--- src/rtl/core/sdf_pkg.sv ---
// Package for the stream duplicate filter: table size, payload and probe types.
`default_nettype none

package sdf_pkg;

  // Number of distinct values one list can record
  localparam int unsigned TableDepth = 64;
  // Width of the fill count, which also holds the depth itself
  localparam int unsigned CntW = $clog2(TableDepth + 1);

  // One input transfer
  typedef struct packed {
    logic signed [31:0] item_value;
    logic               last_item;
  } sdf_in_t;

  // One result transfer
  typedef struct packed {
    logic signed [31:0] value_out;
    logic               keep;
    logic               last_out;
    logic               overflow;
  } sdf_out_t;

  // Token that walks the cell chain
  typedef struct packed {
    logic               valid;
    logic signed [31:0] value;
    logic               last;
    logic               hit;     // value matched a recorded entry
    logic               placed;  // value was recorded on the way
  } sdf_probe_t;

endpackage

`default_nettype wire

--- src/rtl/core/sdf_cell.sv ---
// One table cell: holds one recorded value and passes the probe token on.
`default_nettype none

module sdf_cell (
  input  wire                    clk_i,
  input  wire                    rst_ni,
  input  wire [sdf_pkg::CntW-1:0] cell_idx_i,
  input  wire [sdf_pkg::CntW-1:0] count_i,
  input  sdf_pkg::sdf_probe_t    probe_i,
  output sdf_pkg::sdf_probe_t    probe_o
);
  import sdf_pkg::*;

  logic signed [31:0] entry_q;
  sdf_probe_t         probe_q;
  sdf_probe_t         probe_d;
  logic               match;
  logic               write_en;

  // Compare against the stored entry; the first free cell takes a miss
  always_comb begin
    match    = probe_i.valid && (cell_idx_i < count_i) && (entry_q == probe_i.value);
    write_en = probe_i.valid && !probe_i.hit && (cell_idx_i == count_i);
    probe_d        = probe_i;
    probe_d.hit    = probe_i.hit | match;
    probe_d.placed = probe_i.placed | write_en;
  end

  // Entry storage, valid only below the fill count
  always_ff @(posedge clk_i) begin
    if (write_en) begin
      entry_q <= probe_i.value;
    end
  end

  // Token register toward the next cell
  always_ff @(posedge clk_i or negedge rst_ni) begin
    if (!rst_ni) begin
      probe_q <= '0;
    end else begin
      probe_q <= probe_d;
    end
  end

  assign probe_o = probe_q;

endmodule

`default_nettype wire

--- src/rtl/core/stream_duplicate_filter.sv ---
// Top level: input register, cell chain, fill count and sticky overflow flag.
`default_nettype none

// A start transfer passes the input register and then one register per cell before
// the result strobe rises and the result is taken.
// busy falls at the edge that takes the result, and no new start is taken while busy
// is high, so only one item is in the chain at a time.
// Each result is shown for one cycle and the receiver cannot stall it.
// Reset clears the fill count, overflow flag and token; entries need no reset.
module stream_duplicate_filter (
  input  wire                  clk_i,
  input  wire                  rst_ni,
  input  wire                  start,
  input  sdf_pkg::sdf_in_t     in_i,
  output logic                 busy,
  output logic                 result_valid_o,
  output sdf_pkg::sdf_out_t    result_o
);
  import sdf_pkg::*;

  sdf_probe_t            chain [TableDepth+1];
  sdf_probe_t            head_q;
  sdf_probe_t            head_d;
  sdf_probe_t            tail;
  logic                  busy_q;
  logic                  busy_d;
  logic [CntW-1:0]       count_q;
  logic [CntW-1:0]       count_d;
  logic                  ovf_q;
  logic                  ovf_d;
  logic                  accept;
  logic                  lost;

  assign accept = start && !busy_q;
  assign busy   = busy_q;

  // Load the token at the head of the chain
  always_comb begin
    head_d        = '0;
    head_d.valid  = accept;
    head_d.value  = in_i.item_value;
    head_d.last   = in_i.last_item;
  end

  always_ff @(posedge clk_i or negedge rst_ni) begin
    if (!rst_ni) begin
      head_q <= '0;
    end else begin
      head_q <= head_d;
    end
  end

  assign chain[0] = head_q;

  // Row of cells, one per table entry
  for (genvar i = 0; i < TableDepth; i++) begin : g_cell
    sdf_cell u_cell (
      .clk_i      (clk_i),
      .rst_ni     (rst_ni),
      .cell_idx_i (CntW'(i)),
      .count_i    (count_q),
      .probe_i    (chain[i]),
      .probe_o    (chain[i+1])
    );
  end

  assign tail = chain[TableDepth];
  // New distinct value with the table full
  assign lost = !tail.hit && !tail.placed;

  // Result and end-of-item bookkeeping
  always_comb begin
    result_valid_o     = tail.valid;
    result_o.value_out = tail.value;
    result_o.keep      = !tail.hit;
    result_o.last_out  = tail.last;
    result_o.overflow  = ovf_q | lost;

    busy_d  = busy_q;
    count_d = count_q;
    ovf_d   = ovf_q;
    if (accept) begin
      busy_d = 1'b1;
    end
    if (tail.valid) begin
      busy_d = 1'b0;
      if (tail.last) begin
        count_d = '0;
        ovf_d   = 1'b0;
      end else begin
        count_d = count_q + CntW'(tail.placed);
        ovf_d   = ovf_q | lost;
      end
    end
  end

  always_ff @(posedge clk_i or negedge rst_ni) begin
    if (!rst_ni) begin
      busy_q  <= 1'b0;
      count_q <= '0;
      ovf_q   <= 1'b0;
    end else begin
      busy_q  <= busy_d;
      count_q <= count_d;
      ovf_q   <= ovf_d;
    end
  end

endmodule

`default_nettype wire

--- config.mk ---
export PLATFORM = sky130hd
export DESIGN_NAME = stream_duplicate_filter
export DESIGN_NICKNAME = d
export VERILOG_FILES = /design/src/rtl/core/sdf_pkg.sv /design/src/rtl/core/sdf_cell.sv /design/src/rtl/core/stream_duplicate_filter.sv
export SDC_FILE = /design/constraint.sdc
export NUM_CORES = 2
export LEC_CHECK = 0
export ABC_AREA = 1
export BUFFER_PORTS_ARGS = -buffer_cell sky130_fd_sc_hd__clkbuf_2
export CAP_MARGIN = 0
export CORE_UTILIZATION = 48
export CTS_CLUSTER_DIAMETER = 200
export DETAILED_ROUTE_END_ITERATION = 7
export PLACE_DENSITY = 0.75
export SYNTH_ARGS = -nofsm -noshare
export SYNTH_HDL_FRONTEND = slang
export SYNTH_SLANG_ARGS = --single-unit
--- constraint.sdc ---
create_clock -name clk_i -period 6.3 [get_ports clk_i]
set_clock_uncertainty 0.05 [all_clocks]
set_input_delay 1.26 -clock clk_i [delete_from_list [all_inputs] [get_ports clk_i]]
set_output_delay 1.26 -clock clk_i [all_outputs]
set_load 0.01 [all_outputs]
==> results.ini <==
[run_status]
outcome=complete, no violations

[power]
pwr_density_cell_nw_per_um2=322.6
p_sw_frac=0.2091
power.internal_mw=46.00
pwr-share-comb=0.017
power_leakage_nw=80.95
p_clk_frac=0.446
switchingPower_mw=12.16
power_mw=58.17
ir_worst_vdd_uv=288.5
seq_power_share=0.537

[sta]
finalCritPeriodShare=0.6097
slew_viol_final=0
rsz0062_at_grt=false
hold_viol=0
relSlewSlack=0.2861
fin_crit_ns=3.841
holdWs_ns=0.2688
fin_setup_tns_ns=0
worst_pin_slew_ns=1.068
setup_viol=0
max_freq_ghz=0.2604

[clock_tree]
cts.repair.resized=0
ctsHoldBuffers=0
numCtsBuffers=413
cts_buffer_depth=4
root_buffer=clkbuf_16
numClockSinks=4395
htreeDepth=5
cts_setup_buffers=0
clkLatencyLatePin_ns=0.95
cts_tree=yes
clk_transition_reported_paths_ns=0.06

[global_route]
grt_pass1_vias=91032
grt_pass1_wl_um=505600
grtUsageTotal=0.1940
antenna_found_initial=7
gr-total-overflow=0
grt_max_degree=176

[synth]
synth_common_cells=nand2_1, inv_1, dfrtp_1, edfxtp_1, nor2_1
synth.distinct_cells=38
synth_nets=13238
yosys.area.top_type=edfxtp_1
synth_enable_flop_cells=2048
ys.flop_type=dfrtp_1
synthCells=13200
postSynthAreaPerCell_sq_um=12.04
synth.most_common_cell=nand2_1
synth_area_sq_um=159000
synth-seq-area-share=0.7562
synth.area.top_cells=edfxtp_1, dfrtp_1, nand2_1
synth_warnings=0
yosys_register_bits=4395
yosysTopAreaCellShare=0.3868
synthArstFlopShare=0.5340

[placement]
placed_cells=17677
gp_congestion=0.8420
hpwlAfterDp_um=214400
io_buffers=72

[detailed_routing]
dr.pass1.iters=5
wl_per_cell_um=17.25
routed_wl_um=318500
first_iter_violations=6981
via_per_inst=4.769
drc=0
num_vias=88053
antenna_left=0

[setup_path]
crit_family=simple AND/OR/NAND/NOR gates
required_ns=6.86
reg2reg_from=count_q[2]$_DFFE_PN0P_
crit_top_cell=nor2_2
crit_chain=nor2_2, inv_1, nor2_2, nand2_1, nor3_4, buf_4
cp.depth=6
r2r_setup_slack_ns=2.46
cp.buffers_inverters=2
cp-end-kind=register
slowest_delay_ns=0.81
crit_path_start_kind=register
cp_slowest_cell=nor2_2
reg2reg_to=g_cell[32].u_cell.entry_q[19]$_DFFE_PP_
r2r_cells=6
path_class=reg2reg
crit_fanout=26
cp_data_arrival_time_ns=4.40

[floorplanning]
rows=210
die_w_um=577.5
die_h_um=577.5
ios=73
core_sq_um=328400
initial_core_util=0.4841
die_area_sq_um=333500

[run]
cap_viol_max_count=0

[min_path]
hp-start=g_cell[41].u_cell.probe_o[2]$_DFF_PN0_
whs_endpoint=g_cell[42].u_cell.probe_o[2]$_DFF_PN0_
worstHoldPathCells=0
min-delay-path-class=reg2reg

[finish]
seq_area_sq_um=120200
fin_nets=13784
drive_gt1_frac=0.07256
fill_cells=25180
fin_cells=18464
area_delta_synth_final_pct=13.40
multiInputGateArea_sq_um=29820

final cells by class:
type	instances	area share
tap	4346	0.03016
timing repair buffer	173	0.007190
sequential	4395	0.6669
multi-input combinational	6360	0.1654
inverter	2403	0.05003
antenna	5	0.00006940
clock inverter	191	0.01394
clock buffer	591	0.06633
power by group through the flow:
stage               clock, mW  sequential (mW)  combinational (mW)
finish                   25.9             31.2                1.02
global route             27.4             31.3                1.19
CTS                      26.2             31.2                1.04
detailed placement          0             31.8                1.02
global placement            0             31.8               0.979
floorplan                   0             31.5               0.562
layout by cell type (no fill, tap or decap), types with 18 or more instances in the layout:
cell	n
xnor2_1	623
nor3_2	20
nand2_1	3552
clkbuf_16	424
clkinv_2	79
nor2_1	1186
clkbuf_8	72
or2_2	102
nand3_1	212
edfxtp_1	2048
o21ai_0	191
dfrtp_1	2347
nor4_2	23
bufinv_16	43
inv_1	2392
nand4_1	120
or2_1	44
o22ai_1	48
clkbuf_2	71
xor2_1	142
clkinv_1	20
clkbuf_1	95
nor3_1	18
buf_4	88
kinds of logic (layout without fill, tap and decap cells):
logic type,Yosys count,after routing,share of synthesized area
DFF,4395,4395,0.7562
other,0,5,0
and+or+nand+nor,5314,5314,0.1333
xor gates and xnor gates,765,765,0.04214
AOI/OAI and AO/OA,279,279,0.009617
adders and majority gates,2,2,0.0001574
buffers and inverters,2445,3358,0.05857
worst max-delay path by stage:
stage,from,to,slack [ns]
2_1_floorplan,count_q[3]$_DFFE_PN0P_,g_cell[2].u_cell.entry_q[0]$_DFFE_PP_,1.46
3_5_place_dp,count_q[2]$_DFFE_PN0P_,g_cell[32].u_cell.entry_q[15]$_DFFE_PP_,2.59
4_1_cts,count_q[2]$_DFFE_PN0P_,g_cell[32].u_cell.entry_q[2]$_DFFE_PP_,2.59
6_report,count_q[2]$_DFFE_PN0P_,g_cell[32].u_cell.entry_q[19]$_DFFE_PP_,2.46
3_3_place_gp,count_q[2]$_DFFE_PN0P_,g_cell[32].u_cell.entry_q[15]$_DFFE_PP_,2.69
5_1_grt,count_q[2]$_DFFE_PN0P_,g_cell[32].u_cell.entry_q[19]$_DFFE_PP_,2.38
per-stage QoR:
step                      setup slack, ns    util  area (sq um)
final                               2.459  0.5489        180300
after global routing                2.382  0.5489        180300
after CTS                           2.591  0.5489        180300
after detailed placement            2.586  0.5048        165800
after global placement              2.692  0.5048        165800
after floorplan                     1.455       -        159000
flip-flops by register name (all words and copies together), names as in the netlist:
signal / count
chain: 34
g_cell.u_cell.probe_o: 2304
ovf_q: 1
g_cell.u_cell.entry_q: 2048
busy: 1
count_q: 7
metal layers:
layer,up-vias,GRT usage,wire (um),share of wire
met3,628,0.02795,14800,0.046
met1,43477,0.2460,129700,0.41
met2,2044,0.3402,162500,0.51
li1,41904,-,-,-
met4,0,0.06998,11550,0.036
met5,-,0,0,0
Note: power is estimated with default switching activity, not from simulation.
